[config.mk]
export PLATFORM = sky130hd
export DESIGN_NAME = linear_probe_hash_map
export DESIGN_NICKNAME = d
export VERILOG_FILES = /design/src/rtl/lph_pkg.sv /design/src/rtl/linear_probe_hash_map.sv /design/src/rtl/lph_ram.sv /design/src/rtl/lph_hash.sv
export SDC_FILE = /design/constraint.sdc
export NUM_CORES = 2
export LEC_CHECK = 0
export BUFFER_PORTS_ARGS = -buffer_cell sky130_fd_sc_hd__clkbuf_2
export CAP_MARGIN = 20
export CORE_MARGIN = 2
export CORE_UTILIZATION = 25
export CTS_CLUSTER_DIAMETER = 80
export DETAILED_ROUTE_END_ITERATION = 12
export PLACE_DENSITY_LB_ADDON = 0.25
export SYNTH_ARGS = -nofsm -noshare
export SYNTH_HDL_FRONTEND = slang
export SYNTH_HIERARCHICAL = 1
export SYNTH_MEMORY_MAX_BITS = 65536
export SYNTH_SLANG_ARGS = --single-unit
[constraint.sdc]
create_clock -name i_clk -period 14.25 [get_ports i_clk]
set_input_delay 1.425 -clock i_clk [delete_from_list [all_inputs] [get_ports i_clk]]
set_output_delay 1.425 -clock i_clk [all_outputs]
set_load 0.005 [all_outputs]
[src/rtl/lph_pkg.sv]
// Shared types and constants for the linear probing hash map.
// No dependencies; imported by linear_probe_hash_map, lph_hash and the bench.
package lph_pkg;

    localparam int FUNC_W = 2;
    localparam int KEY_W  = 32;
    localparam int VAL_W  = 32;
    localparam int LIVE_W = 7;

    localparam logic [FUNC_W-1:0] FUNC_INSERT = 2'd0;
    localparam logic [FUNC_W-1:0] FUNC_FIND   = 2'd1;
    localparam logic [FUNC_W-1:0] FUNC_REMOVE = 2'd2;

    // slot state codes; code 3 is never written and behaves as deleted
    localparam logic [1:0] SLOT_EMPTY   = 2'd0;
    localparam logic [1:0] SLOT_DELETED = 2'd1;
    localparam logic [1:0] SLOT_LIVE    = 2'd2;

    typedef struct packed {
        logic [1:0]       st;
        logic [KEY_W-1:0] key;
        logic [VAL_W-1:0] value;
    } t_slot;

    typedef enum logic [2:0] {
        S_CLEAR,
        S_IDLE,
        S_HASH,
        S_PROBE,
        S_WAIT
    } t_state;

endpackage

[src/rtl/linear_probe_hash_map.sv]
// Open-addressing key/value table with linear probing and tombstones. Slot
// state, key and value share one RAM with a registered read. After reset a
// clearing pass marks every slot empty; no word is taken meanwhile. Each word
// is then captured, its home slot is found (reciprocal multiplication, or a
// mask when TABLE_SIZE is a power of two), the home slot is read from the RAM,
// then one slot is compared per cycle until the probe ends (at most TABLE_SIZE
// slots), and the result goes to the output register once it is free. The
// probe walk, one RAM read per slot, sets the worst case. Insert stops at the
// first non-live slot or the key's slot; find and remove stop at the first live
// slot with the key. live_entries carries the low 7 bits of the live count.
module linear_probe_hash_map #(
    parameter int TABLE_SIZE = 64
) (
    input  logic                             i_clk,
    input  logic                             i_rst_n,
    input  logic                             i_in_valid,
    output logic                             o_in_stall,
    input  logic [lph_pkg::FUNC_W-1:0]       i_func,
    input  logic [lph_pkg::KEY_W-1:0]        i_key,
    input  logic signed [lph_pkg::VAL_W-1:0] i_value,
    output logic                             o_out_valid,
    input  logic                             i_out_stall,
    output logic                             o_success,
    output logic                             o_table_full,
    output logic signed [lph_pkg::VAL_W-1:0] o_found_value,
    output logic [lph_pkg::LIVE_W-1:0]       o_live_entries
);
    import lph_pkg::*;

    localparam int IDX_W = $clog2(TABLE_SIZE);
    localparam int CNT_W = $clog2(TABLE_SIZE + 1);
    localparam logic [IDX_W-1:0] LAST_IDX = IDX_W'(TABLE_SIZE - 1);

    t_state           r_state, n_state;
    logic [FUNC_W-1:0] r_func, n_func;
    logic [KEY_W-1:0] r_key, n_key;
    logic [VAL_W-1:0] r_value, n_value;
    logic [IDX_W-1:0] r_clr_idx, n_clr_idx;
    logic [IDX_W-1:0] r_rd_idx, n_rd_idx;
    logic [IDX_W-1:0] r_eval_idx, n_eval_idx;
    logic             r_rd_vld, n_rd_vld;
    logic [IDX_W-1:0] r_cnt, n_cnt;
    logic [CNT_W-1:0] r_count, n_count;
    logic             r_res_success, n_res_success;
    logic             r_res_full, n_res_full;
    logic [VAL_W-1:0] r_res_found, n_res_found;

    logic              r_out_valid;
    logic              r_out_success;
    logic              r_out_full;
    logic [VAL_W-1:0]  r_out_found;
    logic [LIVE_W-1:0] r_out_live;

    logic             ram_we;
    logic [IDX_W-1:0] ram_waddr;
    t_slot            ram_wdata;
    t_slot            ram_rdata;
    logic             hash_start;
    logic             hash_done;
    logic [IDX_W-1:0] hash_home;
    logic             out_load;
    logic             key_hit;
    logic             is_live;
    logic             last_slot;
    logic             probe_done;
    logic [IDX_W-1:0] next_idx;

    lph_ram #(
        .WIDTH ($bits(t_slot)),
        .DEPTH (TABLE_SIZE)
    ) u_slots (
        .i_clk   (i_clk),
        .i_we    (ram_we),
        .i_waddr (ram_waddr),
        .i_wdata (ram_wdata),
        .i_re    (1'b1),
        .i_raddr (r_rd_idx),
        .o_rdata (ram_rdata)
    );

    lph_hash #(
        .TABLE_SIZE (TABLE_SIZE)
    ) u_hash (
        .i_clk   (i_clk),
        .i_rst_n (i_rst_n),
        .i_start (hash_start),
        .i_key   (i_key),
        .o_done  (hash_done),
        .o_home  (hash_home)
    );

    assign key_hit   = ram_rdata.key == r_key;
    assign is_live   = ram_rdata.st == SLOT_LIVE;
    assign last_slot = r_cnt == LAST_IDX;
    assign next_idx  = (r_rd_idx == LAST_IDX) ? '0 : r_rd_idx + IDX_W'(1);

    assign o_in_stall = r_state != S_IDLE;

    always_comb begin
        n_state       = r_state;
        n_func        = r_func;
        n_key         = r_key;
        n_value       = r_value;
        n_clr_idx     = r_clr_idx;
        n_rd_idx      = r_rd_idx;
        n_eval_idx    = r_eval_idx;
        n_rd_vld      = r_rd_vld;
        n_cnt         = r_cnt;
        n_count       = r_count;
        n_res_success = r_res_success;
        n_res_full    = r_res_full;
        n_res_found   = r_res_found;
        ram_we        = 1'b0;
        ram_waddr     = r_eval_idx;
        ram_wdata     = '0;
        hash_start    = 1'b0;
        out_load      = 1'b0;
        probe_done    = 1'b0;

        case (r_state)
            S_CLEAR: begin
                ram_we       = 1'b1;
                ram_waddr    = r_clr_idx;
                ram_wdata.st = SLOT_EMPTY;
                n_clr_idx    = r_clr_idx + IDX_W'(1);
                if (r_clr_idx == LAST_IDX) begin
                    n_state = S_IDLE;
                end
            end
            S_IDLE: begin
                if (i_in_valid) begin
                    n_func     = i_func;
                    n_key      = i_key;
                    n_value    = i_value;
                    hash_start = 1'b1;
                    n_state    = S_HASH;
                end
            end
            S_HASH: begin
                if (hash_done) begin
                    n_rd_idx = hash_home;
                    n_rd_vld = 1'b0;
                    n_cnt    = '0;
                    n_state  = S_PROBE;
                end
            end
            S_PROBE: begin
                // reads run one slot ahead of the compare
                n_rd_vld   = 1'b1;
                n_eval_idx = r_rd_idx;
                n_rd_idx   = next_idx;
                if (r_rd_vld) begin
                    n_res_success = 1'b0;
                    n_res_full    = 1'b0;
                    n_res_found   = '0;
                    case (r_func)
                        FUNC_INSERT: begin
                            if (!is_live) begin
                                ram_we          = 1'b1;
                                ram_wdata.st    = SLOT_LIVE;
                                ram_wdata.key   = r_key;
                                ram_wdata.value = r_value;
                                n_count         = r_count + CNT_W'(1);
                                n_res_success   = 1'b1;
                                probe_done      = 1'b1;
                            end else if (key_hit) begin
                                probe_done = 1'b1;
                            end else if (last_slot) begin
                                n_res_full = 1'b1;
                                probe_done = 1'b1;
                            end
                        end
                        FUNC_FIND: begin
                            if (is_live && key_hit) begin
                                n_res_success = 1'b1;
                                n_res_found   = ram_rdata.value;
                                probe_done    = 1'b1;
                            end else if (last_slot) begin
                                probe_done = 1'b1;
                            end
                        end
                        FUNC_REMOVE: begin
                            if (is_live && key_hit) begin
                                ram_we          = 1'b1;
                                ram_wdata.st    = SLOT_DELETED;
                                ram_wdata.key   = ram_rdata.key;
                                ram_wdata.value = ram_rdata.value;
                                if (r_count != '0) begin
                                    n_count = r_count - CNT_W'(1);
                                end
                                n_res_success = 1'b1;
                                probe_done    = 1'b1;
                            end else if (last_slot) begin
                                probe_done = 1'b1;
                            end
                        end
                        default: begin
                            probe_done = 1'b1;
                        end
                    endcase
                    if (probe_done) begin
                        n_state = S_WAIT;
                    end else begin
                        n_cnt = r_cnt + IDX_W'(1);
                    end
                end
            end
            S_WAIT: begin
                if (!r_out_valid || !i_out_stall) begin
                    out_load = 1'b1;
                    n_state  = S_IDLE;
                end
            end
            default: begin
                n_state = S_IDLE;
            end
        endcase
    end

    always_ff @(posedge i_clk) begin
        if (!i_rst_n) begin
            r_state   <= S_CLEAR;
            r_clr_idx <= '0;
            r_rd_vld  <= 1'b0;
            r_cnt     <= '0;
            r_count   <= '0;
        end else begin
            r_state   <= n_state;
            r_clr_idx <= n_clr_idx;
            r_rd_vld  <= n_rd_vld;
            r_cnt     <= n_cnt;
            r_count   <= n_count;
        end
    end

    always_ff @(posedge i_clk) begin
        r_func        <= n_func;
        r_key         <= n_key;
        r_value       <= n_value;
        r_rd_idx      <= n_rd_idx;
        r_eval_idx    <= n_eval_idx;
        r_res_success <= n_res_success;
        r_res_full    <= n_res_full;
        r_res_found   <= n_res_found;
    end

    // output word register
    always_ff @(posedge i_clk) begin
        if (!i_rst_n) begin
            r_out_valid <= 1'b0;
        end else if (out_load) begin
            r_out_valid <= 1'b1;
        end else if (!i_out_stall) begin
            r_out_valid <= 1'b0;
        end
    end

    always_ff @(posedge i_clk) begin
        if (out_load) begin
            r_out_success <= r_res_success;
            r_out_full    <= r_res_full;
            r_out_found   <= r_res_found;
            r_out_live    <= LIVE_W'(r_count);
        end
    end

    assign o_out_valid    = r_out_valid;
    assign o_success      = r_out_success;
    assign o_table_full   = r_out_full;
    assign o_found_value  = r_out_found;
    assign o_live_entries = r_out_live;

endmodule

[src/rtl/lph_ram.sv]
// Generic single write port, single read port RAM with registered read.
// No dependencies.
module lph_ram #(
    parameter int WIDTH = 8,
    parameter int DEPTH = 16
) (
    input  logic                     i_clk,
    input  logic                     i_we,
    input  logic [$clog2(DEPTH)-1:0] i_waddr,
    input  logic [WIDTH-1:0]         i_wdata,
    input  logic                     i_re,
    input  logic [$clog2(DEPTH)-1:0] i_raddr,
    output logic [WIDTH-1:0]         o_rdata
);

    logic [WIDTH-1:0] r_mem [DEPTH];
    logic [WIDTH-1:0] r_rdata;

    always_ff @(posedge i_clk) begin
        if (i_we) begin
            r_mem[i_waddr] <= i_wdata;
        end
        if (i_re) begin
            r_rdata <= r_mem[i_raddr];
        end
    end

    assign o_rdata = r_rdata;

endmodule

[src/rtl/lph_hash.sv]
// Home slot unit: key modulo the table size. A mask when the size is a power
// of two, otherwise a registered reciprocal multiplication. Uses lph_pkg.
module lph_hash #(
    parameter int TABLE_SIZE = 64
) (
    input  logic                          i_clk,
    input  logic                          i_rst_n,
    input  logic                          i_start,
    input  logic [lph_pkg::KEY_W-1:0]     i_key,
    output logic                          o_done,
    output logic [$clog2(TABLE_SIZE)-1:0] o_home
);
    import lph_pkg::*;

    localparam int  IDX_W   = $clog2(TABLE_SIZE);
    localparam bit  IS_POW2 = (TABLE_SIZE & (TABLE_SIZE - 1)) == 0;

    logic             r_done;
    logic [IDX_W-1:0] r_rem;

    generate
        if (IS_POW2) begin : g_mask
            always_ff @(posedge i_clk) begin
                if (!i_rst_n) begin
                    r_done <= 1'b0;
                end else begin
                    r_done <= i_start;
                end
            end

            always_ff @(posedge i_clk) begin
                if (i_start) begin
                    r_rem <= i_key[IDX_W-1:0];
                end
            end
        end else begin : g_recip
            localparam int RCP_W  = KEY_W + 1;
            localparam int PROD_W = KEY_W + RCP_W;
            localparam int SHIFT  = KEY_W + IDX_W;
            // ceil(2^SHIFT / size): the quotient is exact for every key
            localparam logic [RCP_W-1:0] RECIP =
                RCP_W'(((64'd1 << SHIFT) / TABLE_SIZE) + 64'd1);
            localparam logic [IDX_W-1:0] SIZE_LO = IDX_W'(TABLE_SIZE);

            logic               r_mul_go;
            logic               r_sub_go;
            logic [KEY_W-1:0]   r_k;
            logic [IDX_W-1:0]   r_q;
            logic [PROD_W-1:0]  prod;
            logic [2*IDX_W-1:0] qn;

            assign prod = PROD_W'(r_k) * PROD_W'(RECIP);
            // remainder fits in IDX_W bits, so only the low quotient bits matter
            assign qn   = (2*IDX_W)'(r_q) * (2*IDX_W)'(SIZE_LO);

            always_ff @(posedge i_clk) begin
                if (!i_rst_n) begin
                    r_mul_go <= 1'b0;
                    r_sub_go <= 1'b0;
                    r_done   <= 1'b0;
                end else begin
                    r_mul_go <= i_start;
                    r_sub_go <= r_mul_go;
                    r_done   <= r_sub_go;
                end
            end

            always_ff @(posedge i_clk) begin
                if (i_start) begin
                    r_k <= i_key;
                end
                if (r_mul_go) begin
                    r_q <= prod[SHIFT +: IDX_W];
                end
                if (r_sub_go) begin
                    r_rem <= r_k[IDX_W-1:0] - qn[IDX_W-1:0];
                end
            end
        end
    endgenerate

    assign o_done = r_done;
    assign o_home = r_rem;

endmodule

==> out/metrics.yaml <==
routing:
  drc: 0
  first_pass_iters: 5
  routed_wl_um: 524000
  drt_iter0_drc: 9891
  vias: 82300
  wire_per_inst_um: 30.2
  detail-route-antenna-nets: 0
  via_per_inst: 4.75
clocking:
  h-tree-depth: 5
  insertion_delay_ns: 1.04
  cts-root-buf: "clkbuf_16"
  postCtsResizedCells: 0
  clock_path_buffers: 4
  clock-sinks: 4474
  cts_setup_buffers: 0
  ctsHoldBuffers: 0
  clk_pin_slew_ns: 0.06
  cts_tree: "done"
  cts_buffers: 467
timing:
  worst_slew_pin_slew_ns: 1.26
  period_share_pct: 50.2
  rsz0062_at_grt: "no"
  hold_violations: 0
  period_minus_slack_ns: 7.15
  setup_violations: 0
  slew_violations: 0
  setup_tns_ns: 0
  fmax_mhz: 140
  clock_skew_ns: 0.0679
  timing.slew.headroom_pct: 16.3
worst_setup_path:
  rrSetupSlack_ns: 7.10
  worstPathArrival_ns: 7.79
  critPathLaunchType: "register"
  path_class: "register to register"
  critPathRequiredTime_ns: 14.88
  end_kind: "register"
  critPathMaxFanout: 50
final_layout:
  num-fill-cells: 65300
  drive_gt1_share_pct: 27.3
  stdcell_count: 17300
  syn2layout_area_growth_pct: 16.8
  nets: 8043
placed_design:
  place_congestion: 0.778
  hpwl_um: 306000
  dp_cells: 16500
  port-buffer-count: 112
power:
  p_sw_mw: 6.86
  total_power_mw: 29.4
  power_frac_clock_pct: 40.2
  combPwrFrac_pct: 7.6
  switching_share_pct: 23.3
  power_density_nw_per_um2: 149
  pwr-share-seq_pct: 52.2
  intPower_mw: 22.5
  vdd_drop_max_mv: 0.113
  leakage_nw: 51.0
synthesis:
  syn_area_per_cell_um2: 22.8
  netlist_area_um2: 169000
  synth-seq-area-share_pct: 79.3
  ys_types: 63
  synth_top_flop_cell: "edfxtp_1"
  synth_edf_count: 4449
  ys_ff_latch: 4474
  syn_inst: 7417
  ys_async_sr_fraction_pct: 0
  ys_warn_count: 6
global_routing:
  grt_pass1_vias: 84100
  grt_max_degree: 132
  antenna_found_initial: 32
  grt_pass1_wl_um: 715000
  grt_util_all_layers_pct: 14.9
  grt-ovfl-total: 0
floorplan:
  die_area_um2: 683000
  coreArea_um2: 675000
  io_pins: 113
  initial_core_util_pct: 25.0
  fp.dieH_um: 826
  row_count: 302
  die_w_um: 826
min_path:
  min_path_type: "register to register"
outcome:
  outcome: "finished clean"
run:
  cap_violations: 0
[routing by layer]
| metal | part of all wire, % | GRT usage [%] | vias to the layer above |
|---|---|---|---|
| met2 | 50 | 25.6 | 2914 |
| met1 | 42 | 19.9 | 45900 |
| met3 | 5.5 | 1.99 | 580 |
| met4 | 2.6 | 3.73 | 4 |
| met5 | 0.0048 | 0 | - |
| li1 | - | - | 32900 |
[critical path, stage by stage, from the launching register on]
cell	delay [ns]
edfxtp_1	0.42
xor2_1	0.18
nor4_1	0.90
nand4_1	0.52
nor2_4	0.66
a31oi_1	0.18
a21oi_1	0.78
nand3_1	0.95
nor2_4	0.97
buf_4	0.98
[metrics by stage]
stage	utilization (%)	instance area (µm²)	hold WS, ns	setup WS (ns)
2_1_floorplan	-	169000	0.400	7.28
6_report	29.2	197000	0.401	7.10
3_3_place_gp	27.0	182000	0.405	7.08
4_1_cts	29.2	197000	0.413	6.96
3_5_place_dp	27.1	183000	0.408	6.99
5_1_grt	29.2	197000	0.414	6.85
[kinds of logic (layout without fill, tap and decap cells)]
| group | after synthesis | after routing | share of synthesized area [%] |
|---|---|---|---|
| DFF | 4474 | 4474 | 79.3 |
| muxes | 1126 | 1126 | 14.1 |
| AOI/OAI and AO/OA | 754 | 754 | 3.19 |
| and+or+nand+nor | 571 | 571 | 1.74 |
| buffers and inverters | 436 | 1304 | 1.29 |
| xor gates and xnor gates | 42 | 42 | 0.218 |
| adders and majority gates | 13 | 13 | 0.101 |
| other | 1 | 80 | 0.00222 |
[placed cells by master (no fill, tap or decap), types with 23 or more instances in the layout]
cell and count:
clkbuf_16 473, conb_1 66, clkbuf_1 110, clkinv_2 90, buf_4 298, nor2b_1 89
o22a_1 56, nor2_1 70, and2_1 35, bufinv_16 32, nor4_1 29, a211oi_1 103
o221ai_1 66, nand3_1 34, a22o_2 33, a22oi_1 53, mux4_2 1009, a21oi_1 23
clkbuf_2 112, edfxtp_1 4449, xor2_1 37, nor2_4 64, o22ai_1 321, nor3_1 60
nand2_1 76, dfxtp_1 25, nor4_2 37, mux2i_1 110, clkinv_1 117
[synth_stat cells, types with 12 or more instances]
master,n,area (µm²)
clkbuf_1,211,792
mux4_2,1009,22700
nand3_1,35,175
a31oi_1,12,75.1
nand2b_1,21,131
ha_1,12,150
buf_6,16,180
o22a_1,56,490
edfxtp_1,4449,134000
a211oi_1,107,803
buf_1,35,131
buf_2,105,526
a22o_1,64,561
a21oi_1,24,120
nor4_1,66,413
dfxtp_1,25,500
and2_1,37,231
nor2_1,134,503
nor2b_1,92,576
o21ai_0,20,100
xor2_1,37,324
nand2_1,82,308
o221ai_1,66,578
a22oi_1,53,398
nor3_1,63,315
o22ai_1,321,2010
mux2i_1,110,1100
buf_4,50,375
[path summary, 6_finish.rpt]
check | from | to | cells past startpoint
max | u_slots/o_rdata[63] | u_slots/r_mem[19][54] | 9
min | r_res_found[15] | o_found_value[15] | 0
max reg2reg | u_slots/o_rdata[63] | u_slots/r_mem[19][54] | 9
min reg2reg | r_res_found[15] | o_found_value[15] | 0
[cell type report]
class | instances | area, µm² | share of cell area [%]
tap | 8968 | 11200 | 5.68
clock buffer | 586 | 12300 | 6.23
clock inverter | 273 | 2340 | 1.19
multi-input combinational | 2572 | 34100 | 17.3
antenna | 14 | 35.0 | 0.0177
timing repair buffer | 432 | 3230 | 1.63
inverter | 13 | 50.0 | 0.0254
sequential | 4474 | 134000 | 67.9
[flip-flops by register name, summed over array words and instances, names as in the netlist, 2 cells and up]
| signal | count |
|---|---|
| r_value | 32 |
| o_live_entries | 7 |
| u_hash/o_home | 6 |
| r_key | 32 |
| r_cnt | 6 |
| r_count | 7 |
| u_slots/r_mem | 4224 |
| r_res_found | 32 |
| r_func | 2 |
| r_state | 3 |
| r_eval_idx | 6 |
| r_clr_idx | 6 |
| o_found_value | 32 |
| r_rd_idx | 6 |
| u_slots/o_rdata | 66 |
[power by group through the flow]
stage          sequential, mW  combinational [mW]  clock (mW)
6_report                 15.3                2.24        11.8
5_1_grt                  15.4                2.34        12.6
4_1_cts                  15.4                2.29        12.1
2_1_floorplan            15.5                1.26           0
3_5_place_dp             15.6                2.29           0
3_3_place_gp             15.6                2.27           0
(Power assumes the default switching activity.)
